## config.mk

```make
export PLATFORM = sky130hd
export DESIGN_NAME = sorted_insert_priority_queue
export DESIGN_NICKNAME = d
export VERILOG_FILES = /design/src/rtl/core/sipq_pkg.sv /design/src/rtl/core/sipq_datapath.sv /design/src/rtl/core/sipq_ctrl.sv /design/src/rtl/core/sorted_insert_priority_queue.sv
export SDC_FILE = /design/constraint.sdc
export NUM_CORES = 2
export LEC_CHECK = 0
export BUFFER_PORTS_ARGS = -buffer_cell sky130_fd_sc_hd__buf_2
export CAP_MARGIN = 10
export CORE_MARGIN = 3
export CORE_UTILIZATION = 60
export CTS_BUF_LIST = sky130_fd_sc_hd__clkbuf_16
export DETAILED_ROUTE_END_ITERATION = 10
export HOLD_SLACK_MARGIN = 0.05
export MAX_ROUTING_LAYER = met4
export PLACE_DENSITY = 0.81
export SLEW_MARGIN = 25
export SYNTH_ARGS = -nofsm -noshare
export SYNTH_HDL_FRONTEND = slang
export SYNTH_SLANG_ARGS = --single-unit
```

## constraint.sdc

```tcl
create_clock -name clock -period 16.2 [get_ports clock]
set_input_delay 3.24 -clock clock [delete_from_list [all_inputs] [get_ports clock]]
set_output_delay 3.24 -clock clock [all_outputs]
set_load 0.1 [all_outputs]
```

## src/rtl/core/sipq_pkg.sv

```systemverilog
// Shared constants and types for the sorted-insert priority queue.
package sipq_pkg;

   // Queue geometry
   localparam int DEPTH = 16;
   localparam int CNT_W = $clog2(DEPTH + 1);
   localparam int VAL_W = 32;
   localparam int OCC_W = 5;

   // Operation codes carried by req_cmd
   localparam logic CMD_STORE    = 1'b0;
   localparam logic CMD_RETRIEVE = 1'b1;

   // Result status codes
   typedef enum logic [1:0] {
      ST_OK    = 2'd0,
      ST_EMPTY = 2'd1,
      ST_FULL  = 2'd2
   } status_type;

   // Controller states
   typedef enum logic {
      CTL_IDLE,
      CTL_HOLD
   } ctl_state_type;

   // Controller to datapath command
   typedef struct packed {
      logic       load;
      logic       insert;
      logic       pop;
      status_type code;
   } dp_cmd_type;

   // Datapath to controller status
   typedef struct packed {
      logic empty;
      logic full;
   } dp_stat_type;

endpackage

```

## src/rtl/core/sipq_datapath.sv

```systemverilog
// Datapath: row of compare-and-shift cells, entry count and result registers.
module sipq_datapath
   import sipq_pkg::*;
(
   input  logic                    clock,
   input  logic                    reset,
   input  dp_cmd_type              cmd,
   input  logic signed [VAL_W-1:0] value,
   output dp_stat_type             stat,
   output logic signed [VAL_W-1:0] out_value,
   output logic [1:0]              status,
   output logic [OCC_W-1:0]        occupancy
);

   logic signed [VAL_W-1:0] entries_ff [DEPTH];
   logic signed [VAL_W-1:0] entries_in [DEPTH];
   logic signed [VAL_W-1:0] ent_dn [DEPTH];
   logic signed [VAL_W-1:0] ent_up [DEPTH];
   logic [DEPTH-1:0]        gt;
   logic [DEPTH-1:0]        prev_gt;
   logic [CNT_W-1:0]        count_ff;
   logic [CNT_W-1:0]        count_in;
   logic signed [VAL_W-1:0] out_value_ff;
   logic [1:0]              status_ff;
   logic [OCC_W-1:0]        occupancy_ff;

   // Status toward the controller
   assign stat.empty = (count_ff == '0);
   assign stat.full  = (count_ff == CNT_W'(DEPTH));

   // Per-cell compare: a live entry strictly above the new value moves up
   always_comb begin
      for (int i = 0; i < DEPTH; i++) begin
         gt[i] = (CNT_W'(i) < count_ff) && (entries_ff[i] > value);
      end
      prev_gt = {gt[DEPTH-2:0], 1'b0};
   end

   // Neighbor taps for shifting up (insert) and down (pop)
   always_comb begin
      ent_dn[0]       = entries_ff[0];
      ent_up[DEPTH-1] = entries_ff[DEPTH-1];
      for (int i = 1; i < DEPTH; i++) begin
         ent_dn[i]   = entries_ff[i-1];
         ent_up[i-1] = entries_ff[i];
      end
   end

   // Next entry of each cell
   always_comb begin
      for (int i = 0; i < DEPTH; i++) begin
         entries_in[i] = entries_ff[i];
         if (cmd.insert) begin
            if (prev_gt[i]) begin
               entries_in[i] = ent_dn[i];
            end else if (gt[i] || (CNT_W'(i) == count_ff)) begin
               entries_in[i] = value;
            end
         end else if (cmd.pop) begin
            entries_in[i] = ent_up[i];
         end
      end
   end

   // Entry count
   always_comb begin
      count_in = count_ff;
      if (cmd.insert) begin
         count_in = count_ff + CNT_W'(1);
      end else if (cmd.pop) begin
         count_in = count_ff - CNT_W'(1);
      end
   end

   always_ff @(posedge clock) begin
      if (reset) begin
         count_ff <= '0;
      end else begin
         count_ff <= count_in;
      end
   end

   // Cell storage and result registers, no reset needed
   always_ff @(posedge clock) begin
      entries_ff <= entries_in;
      if (cmd.load) begin
         out_value_ff <= cmd.pop ? entries_ff[0] : '0;
         status_ff    <= cmd.code;
         occupancy_ff <= OCC_W'(count_in);
      end
   end

   assign out_value = out_value_ff;
   assign status    = status_ff;
   assign occupancy = occupancy_ff;

endmodule

```

## src/rtl/core/sipq_ctrl.sv

```systemverilog
// Controller: handshake state machine that issues datapath commands.
module sipq_ctrl
   import sipq_pkg::*;
(
   input  logic        clock,
   input  logic        reset,
   input  logic        req_valid,
   output logic        req_stall,
   input  logic        req_cmd,
   output logic        rsp_valid,
   input  logic        rsp_stall,
   input  dp_stat_type stat,
   output dp_cmd_type  cmd
);

   ctl_state_type state_ff;
   ctl_state_type state_in;
   logic          accept;

   always_ff @(posedge clock) begin
      if (reset) begin
         state_ff <= CTL_IDLE;
      end else begin
         state_ff <= state_in;
      end
   end

   // Next state and commands
   always_comb begin
      state_in   = state_ff;
      req_stall  = 1'b0;
      rsp_valid  = 1'b0;
      cmd.load   = 1'b0;
      cmd.insert = 1'b0;
      cmd.pop    = 1'b0;
      cmd.code   = ST_OK;
      case (state_ff)
         CTL_IDLE: begin
            req_stall = 1'b0;
         end
         CTL_HOLD: begin
            rsp_valid = 1'b1;
            req_stall = rsp_stall;
            if (!rsp_stall) begin
               state_in = CTL_IDLE;
            end
         end
         default: begin
            state_in = CTL_IDLE;
         end
      endcase
      accept = req_valid && !req_stall;
      // New beat: result slot is free or being emptied this cycle
      if (accept) begin
         state_in = CTL_HOLD;
         cmd.load = 1'b1;
         if (req_cmd == CMD_STORE) begin
            if (stat.full) begin
               cmd.code = ST_FULL;
            end else begin
               cmd.insert = 1'b1;
            end
         end else begin
            if (stat.empty) begin
               cmd.code = ST_EMPTY;
            end else begin
               cmd.pop = 1'b1;
            end
         end
      end
   end

endmodule

```

## src/rtl/core/sorted_insert_priority_queue.sv

```systemverilog
// A beat's result is presented in the cycle after the beat is accepted.
// Throughput: one beat per cycle while rsp_stall is low; the compare-and-shift
// cell row inserts or pops on acceptance, and a new beat is taken while the held
// result is taken. Reset (synchronous, active high) empties the queue and drops
// any held result; stored cell values are not cleared.
module sorted_insert_priority_queue
   import sipq_pkg::*;
(
   input  logic                    clock,
   input  logic                    reset,
   input  logic                    req_valid,
   output logic                    req_stall,
   input  logic                    req_cmd,
   input  logic signed [VAL_W-1:0] req_value,
   output logic                    rsp_valid,
   input  logic                    rsp_stall,
   output logic signed [VAL_W-1:0] rsp_out_value,
   output logic [1:0]              rsp_status,
   output logic [OCC_W-1:0]        rsp_occupancy
);

   dp_cmd_type  cmd;
   dp_stat_type stat;

   sipq_ctrl u_ctrl (
      .clock     (clock),
      .reset     (reset),
      .req_valid (req_valid),
      .req_stall (req_stall),
      .req_cmd   (req_cmd),
      .rsp_valid (rsp_valid),
      .rsp_stall (rsp_stall),
      .stat      (stat),
      .cmd       (cmd)
   );

   sipq_datapath u_datapath (
      .clock     (clock),
      .reset     (reset),
      .cmd       (cmd),
      .value     (req_value),
      .stat      (stat),
      .out_value (rsp_out_value),
      .status    (rsp_status),
      .occupancy (rsp_occupancy)
   );

endmodule

```

Word level (Yosys, flattened, before mapping)
Cells that the tools add are included.
{ "totals": {"wordCells": 216, "regBits": 557, "out_inout_bits": 41, "inputBits": 37} }
{ "op_classes": {"mux": 76, "n_eq_ne": 31, "reduce_logical": 53, "n_addsub": 2, "order_cmp": 32, "bitwise": 1} }
{ "op_table": {"columns": ["operator", "n"], "rows": [
  ["32-bit 2-to-1 mux", 61],
  ["32-bit > comparator", 16],
  ["3-bit by 1-bit inequality test with 1-bit output, second input constant", 14],
  ["4-bit by 5-bit equality test with 1-bit output, first input constant", 8],
  ["4-bit by 5-bit less-than comparator with 1-bit output, first input constant", 8],
  ["2-bit AND reduction", 16],
  ["3-bit by 5-bit equality test with 1-bit output, first input constant", 4],
  ["3-bit by 5-bit less-than comparator with 1-bit output, first input constant", 4],
  ["1-bit logical AND", 17],
  ["1-bit logical OR", 16],
  ["5-bit 2-to-1 mux", 3],
  ["2-bit by 5-bit equality test with 1-bit output, first input constant", 2],
  ["1-bit by 5-bit less-than comparator with 1-bit output, first input constant", 2],
  ["2-bit by 5-bit less-than comparator with 1-bit output, first input constant", 2],
  ["1-bit 2-to-1 mux", 9],
  ["5-bit by 1-bit adder with 5-bit output, second input constant", 1],
  ["1-bit by 5-bit equality test with 1-bit output, first input constant", 1],
  ["5-bit equality test, second input constant", 1],
  ["5-bit logical NOT", 1],
  ["5-bit by 1-bit subtractor with 5-bit output, second input constant", 1],
  ["2-bit 2-to-1 mux", 2],
  ["2-bit nonzero test", 2],
  ["2-bit by 1-bit inequality test with 1-bit output, second input constant", 1],
  ["1-bit one-hot mux with 2 select lines", 1],
  ["2 further kinds", 2]
]} }

Longest topological paths before layout
{ "logic_depth": {"depth_word": 7, "mapped_depth": 12, "depth_no_buf": 9} }

Cells and area by module
Synthesis repeated with hierarchy kept, for this count alone.
{ "hier_totals": {"cells_unflattened": 3923, "area_unflattened_um2": 40063.4} }
{ "by_module_without_submodules": {"columns": ["mod", "seq_area_each_um2", "n_inst", "cells_per_inst", "area_each_um2"], "rows": [
  ["sipq_datapath", 16646.0, 1, 3912, 39964.6],
  ["sipq_ctrl", 20.0, 1, 11, 98.8]
]} }

Worst setup path after synthesis
OpenSTA, ideal clock, no wires.
{ "synth_path": {"kind": "input port to flip-flop", "from": "input req_value[23]", "to": "register u_datapath.entries_ff, in the netlist u_datapath.ent_dn[0] (enable)", "setup_ps": 441, "arrival_time_ps": 7748, "slack_ps": 8012, "path_buffers": 2, "required_time_ps": 15759, "cell_stages": 11, "path_cell_list": "inv_1 clkbuf_1 ha_1 and4_1 and3_1 a221o_1 or3_1 a31oi_4 buf_2 nor2_1 a31oi_1"} }
{ "synth_via": {"elab_chain_cells": 5, "word_cells_on_any_way": 7, "cone_classes": "2 x order compare; 1 x eq/ne; 4 x reduce/logical"} }
{ "synth_rtl": {"columns": ["element", "line_no", "text"], "rows": [
  ["start: declaration", "sorted_insert_priority_queue.sv:14", "input logic signed [VAL_W-1:0] req_value,"],
  ["32-bit > comparator", "sipq_datapath.sv:34", "gt[i] = (CNT_W'(i) < count_ff) && (entries_ff[i] > value);"],
  ["1-bit logical AND", "sipq_datapath.sv:34", null],
  ["1-bit logical OR", "sipq_datapath.sv:56", "end else if (gt[i] || (CNT_W'(i) == count_ff)) begin"],
  ["3-bit by 1-bit inequality test with 1-bit output (no line) (*)", null, null],
  ["2-bit AND reduction (no line) (*)", null, null],
  ["end signal: assignment", "sipq_datapath.sv:85", "entries_ff <= entries_in;"],
  ["end: declaration", "sipq_datapath.sv:15", "logic signed [VAL_W-1:0] entries_ff [DEPTH];"]
]} }
Every way passes the cells marked *; elsewhere a longest branch is shown, timed or not.
A chain may end at the register's enable or synchronous reset.

Worst setup path after layout
{ "layout_path": {"from": "input req_value[12]", "to": "register u_datapath.entries_ff, in the netlist u_datapath.ent_dn[296] (enable)"} }
The elaborated chain is that of the path after synthesis.

==> summary.md <==
| Metric | Value |
|---|---|
| Run status | `finished, final reports clean` |
| Mapped Area | `roughly 39,000 sq um` |
| Total Die Area | `67,700 sq um` |
| Post-Syn Instances | `roughly 3,800` |
| Worst r2r path cells | `7` |
| Ys flop type | `edfxtp_1` |
| GP Congestion | `~1` |
| DIE HEIGHT | `approximately 260 um` |
| Post-Route Setup TNS | `0 ns` |
| Most frequent cell after synthesis | `nand2_1` |
| Clock root cell | `clkbuf_16` |
| Post-CTS Hold Buffers | `0` |
| Final hold vios | `0` |
| Number of port buffers | `77` |
| Max-slew violations | `0` |
| Largest cells by area after synthesis | `edfxtp_1, ha_1, nand2_1, a221o_1, nand4_1` |
| Total GRT Usage | `0.324` |
| Worst setup path category | `in -> reg` |
| Final Skew | `a little under 0.02 ns` |
| First-pass GRT wire length | `170 mm` |
| Resized Gates After CTS | `0` |
| Clock Path Buffers | `3` |
| Hold worst-path end | `u_datapath.ent_dn[0]$_DFFE_PP_` |
| Clk sinks | `approximately 560` |
| Max VDD drop | `around 0.16 mV` |
| EDFF count, synth | `551` |
| Seq cells post-synth | `approximately 560` |
| Nature of the critical path endpoint | `flip-flop` |
| Syn_nets | `4,386` |
| Post-detail-place hpwl | `roughly 78 mm` |
| Met3 usage | `0.0418` |
| Clock-pin slew on the worst setup and hold paths | `roughly 0.06 ns` |
| Routed wire length | `between 100 and 150 mm` |
| TritonCTS Buffers | `66` |
| Dpl ws | `about 8.3 ns` |
| DR DRC count | `0` |
| WP data required | `approximately 17 ns` |
| Reg2reg setup slack | `around 11 ns` |
| Maxcap violations | `0` |
| Post-synthesis sequential area ratio | `0.430` |
| Power per cell area | `~120 nW/um^2` |
| Hold WC Path Type | `reg -> reg` |
| Critical path launch point type | `input pin` |
| Number of global-route vias before repair | `between 30,000 and 40,000` |
| Setup bufs post-CTS | `0` |
| Syn avg cell area | `between 10 and 15 sq um` |
| Top Ports | `78` |
| Worst-Margin Slew | `about 1.1 ns` |
| Post-layout util | `0.665` |
| Critical Path Fanout Max | `33` |
| DR iter-0 viols | `roughly 4,300` |
| Pleak | `16.3 nW` |
| Via count | `between 30,000 and 40,000` |
| DR pass1 iterations | `6` |
| Period minus WS final | `between 7 and 8 ns` |
| Arrival time at the worst endpoint | `a little under 8 ns` |
| Synth area leader | `edfxtp_1` |
| Final nets | `4,333` |
| Asr flop ratio synth | `0` |
| H-Tree Depth | `3` |
| Largest net degree at the start of global routing | `approximately 250` |
| Met2 track demand over resource | `0.495` |
| Yosys warns | `0` |
| Share of cells above drive strength 1 | `0.0745` |
| Final ANT Viol Nets | `0` |
| Initial antenna violation count | `7` |
| Reg2Reg Launch Point | `u_datapath.count_ff[4]$_SDFF_PP0_` |
| Vias/cell | `~7` |
| Most Used Layer, Global Route | `met2` |
| RSZ-0062 raised after global routing | `false` |
| Hold path depth | `1` |
| Initial Utilization | `0.610` |
| Total grt overflow | `0` |
| Site Rows | `a little over 90` |
| Worst-Skew Late Latency | `approximately 0.6 ns` |
| Die X | `260 um` |
| Final period util | `0.461` |
| Number of library cell types mapped by synthesis | `67` |
| PnR worst setup slack | `just under 9 ns` |
| CTS tree | `done` |
| R2R Path End | `u_datapath.ent_dn[65]$_DFFE_PP_` |
| Hold path startpoint | `u_datapath.ent_up[0]$_DFFE_PP_` |
| Hold WS | `0.597 ns` |
| Met1 Track Usage GR | `0.435` |
| Post-synth top area share | `0.427` |
| Drt wl/cell | `approximately 23 um` |
| Max Freq | `~130 MHz` |
| Synth-to-Final Area Change | `8.91%` |
| Post-synth top cells | `nand2_1, edfxtp_1, ha_1, a21oi_1, a221o_1` |
| CORE AREA | `~64,000 sq um` |
| Final setup viols | `0` |
| Max_slew headroom | `0.294` |
==> logic make-up (layout without fill, tap and decap cells) <==
| family | Yosys count | in the layout | synth area share |
|---|---|---|---|
| and+or+nand+nor | 1410 | 1410 | 0.174 |
| AOI/OAI and AO/OA | 980 | 980 | 0.190 |
| DFF | 557 | 557 | 0.430 |
| adders and majority gates | 517 | 517 | 0.167 |
| buffers and inverters | 364 | 360 | 0.0391 |
| xor gates and xnor gates | 4 | 4 | 0.000904 |
| other | 0 | 7 | 0 |
==> report_power, final <==
| part | total, mW | switching [mW] | internal, mW |
|---|---|---|---|
| Sequential | 2.14 | 0.205 | 1.93 |
| Clock | 1.45 | 0.605 | 0.845 |
| Combinational | 1.52 | 0.998 | 0.527 |
| Total | 5.11 | 1.81 | 3.31 |
==> sequential cells by signal, indices dropped and copies added (netlist names) <==
signal	cells
u_datapath.status	2
u_datapath.ent_up	32
u_datapath.ent_dn	480
u_datapath.occupancy	5
u_ctrl.state_ff	1
u_datapath.out_value	32
u_datapath.count_ff	5
==> routing by layer <==
metal,part of all wire,wire (um)
met1,0.41,44400
met2,0.45,49400
met3,0.092,10000
met4,0.046,5010
met5,0,0
==> per-stage QoR <==
step                      std cells  power [mW]  cell area, sq um
after global routing           4681        5.36             42200
final                          4681        5.11             42200
after CTS                      4663        5.06             42000
after floorplan                3832        3.17             38800
after detailed placement       4546        3.62             39900
after global placement         4542        3.55             39800
==> final cells by class <==
class | count | area (sq um)
fillers | 4749 | 21300
repair buffers | 154 | 1210
diodes | 7 | 17.5
flip-flops and latches | 557 | 16700
clock inverters | 48 | 333
multi-input cells | 2911 | 20900
clock buffers | 69 | 1730
well taps | 846 | 1060
inverters | 89 | 334
==> critical path: stages <==
cell,delay [ns]
buf_2,0.16
clkinv_1,0.78
ha_1,0.61
nand4_1,0.13
nor2_1,0.07
a221o_1,0.33
o31ai_1,0.58
a31o_2,0.71
nand2_1,0.29
a31oi_4,0.61
buf_8,0.25
==> placed cells by master, fill, tap and decap left out, drive strengths merged, types with 36 or more instances in the layout <==
cell type	instances
or3	41
o211ai	54
ha	517
nor2b	57
inv	112
nor2	80
a21o	36
nor3	177
nand4	206
a221o	211
buf	154
nand3	135
o21ai	159
o221ai	128
clkbuf	69
a21oi	219
edfxtp	551
nand2	630
==> how the worst max path moves through the flow <==
stage	from	cells after the start	end
floorplan	req_value[23]	11	u_datapath.ent_dn[0]$_DFFE_PP_
global placement	req_value[12]	10	u_datapath.ent_dn[344]$_DFFE_PP_
detailed placement	req_value[12]	10	u_datapath.ent_dn[344]$_DFFE_PP_
CTS	rsp_stall	4	req_stall
global route	req_value[12]	11	u_datapath.ent_dn[292]$_DFFE_PP_
finish	req_value[12]	11	u_datapath.ent_dn[296]$_DFFE_PP_
Power figures use the tool's default switching activity.
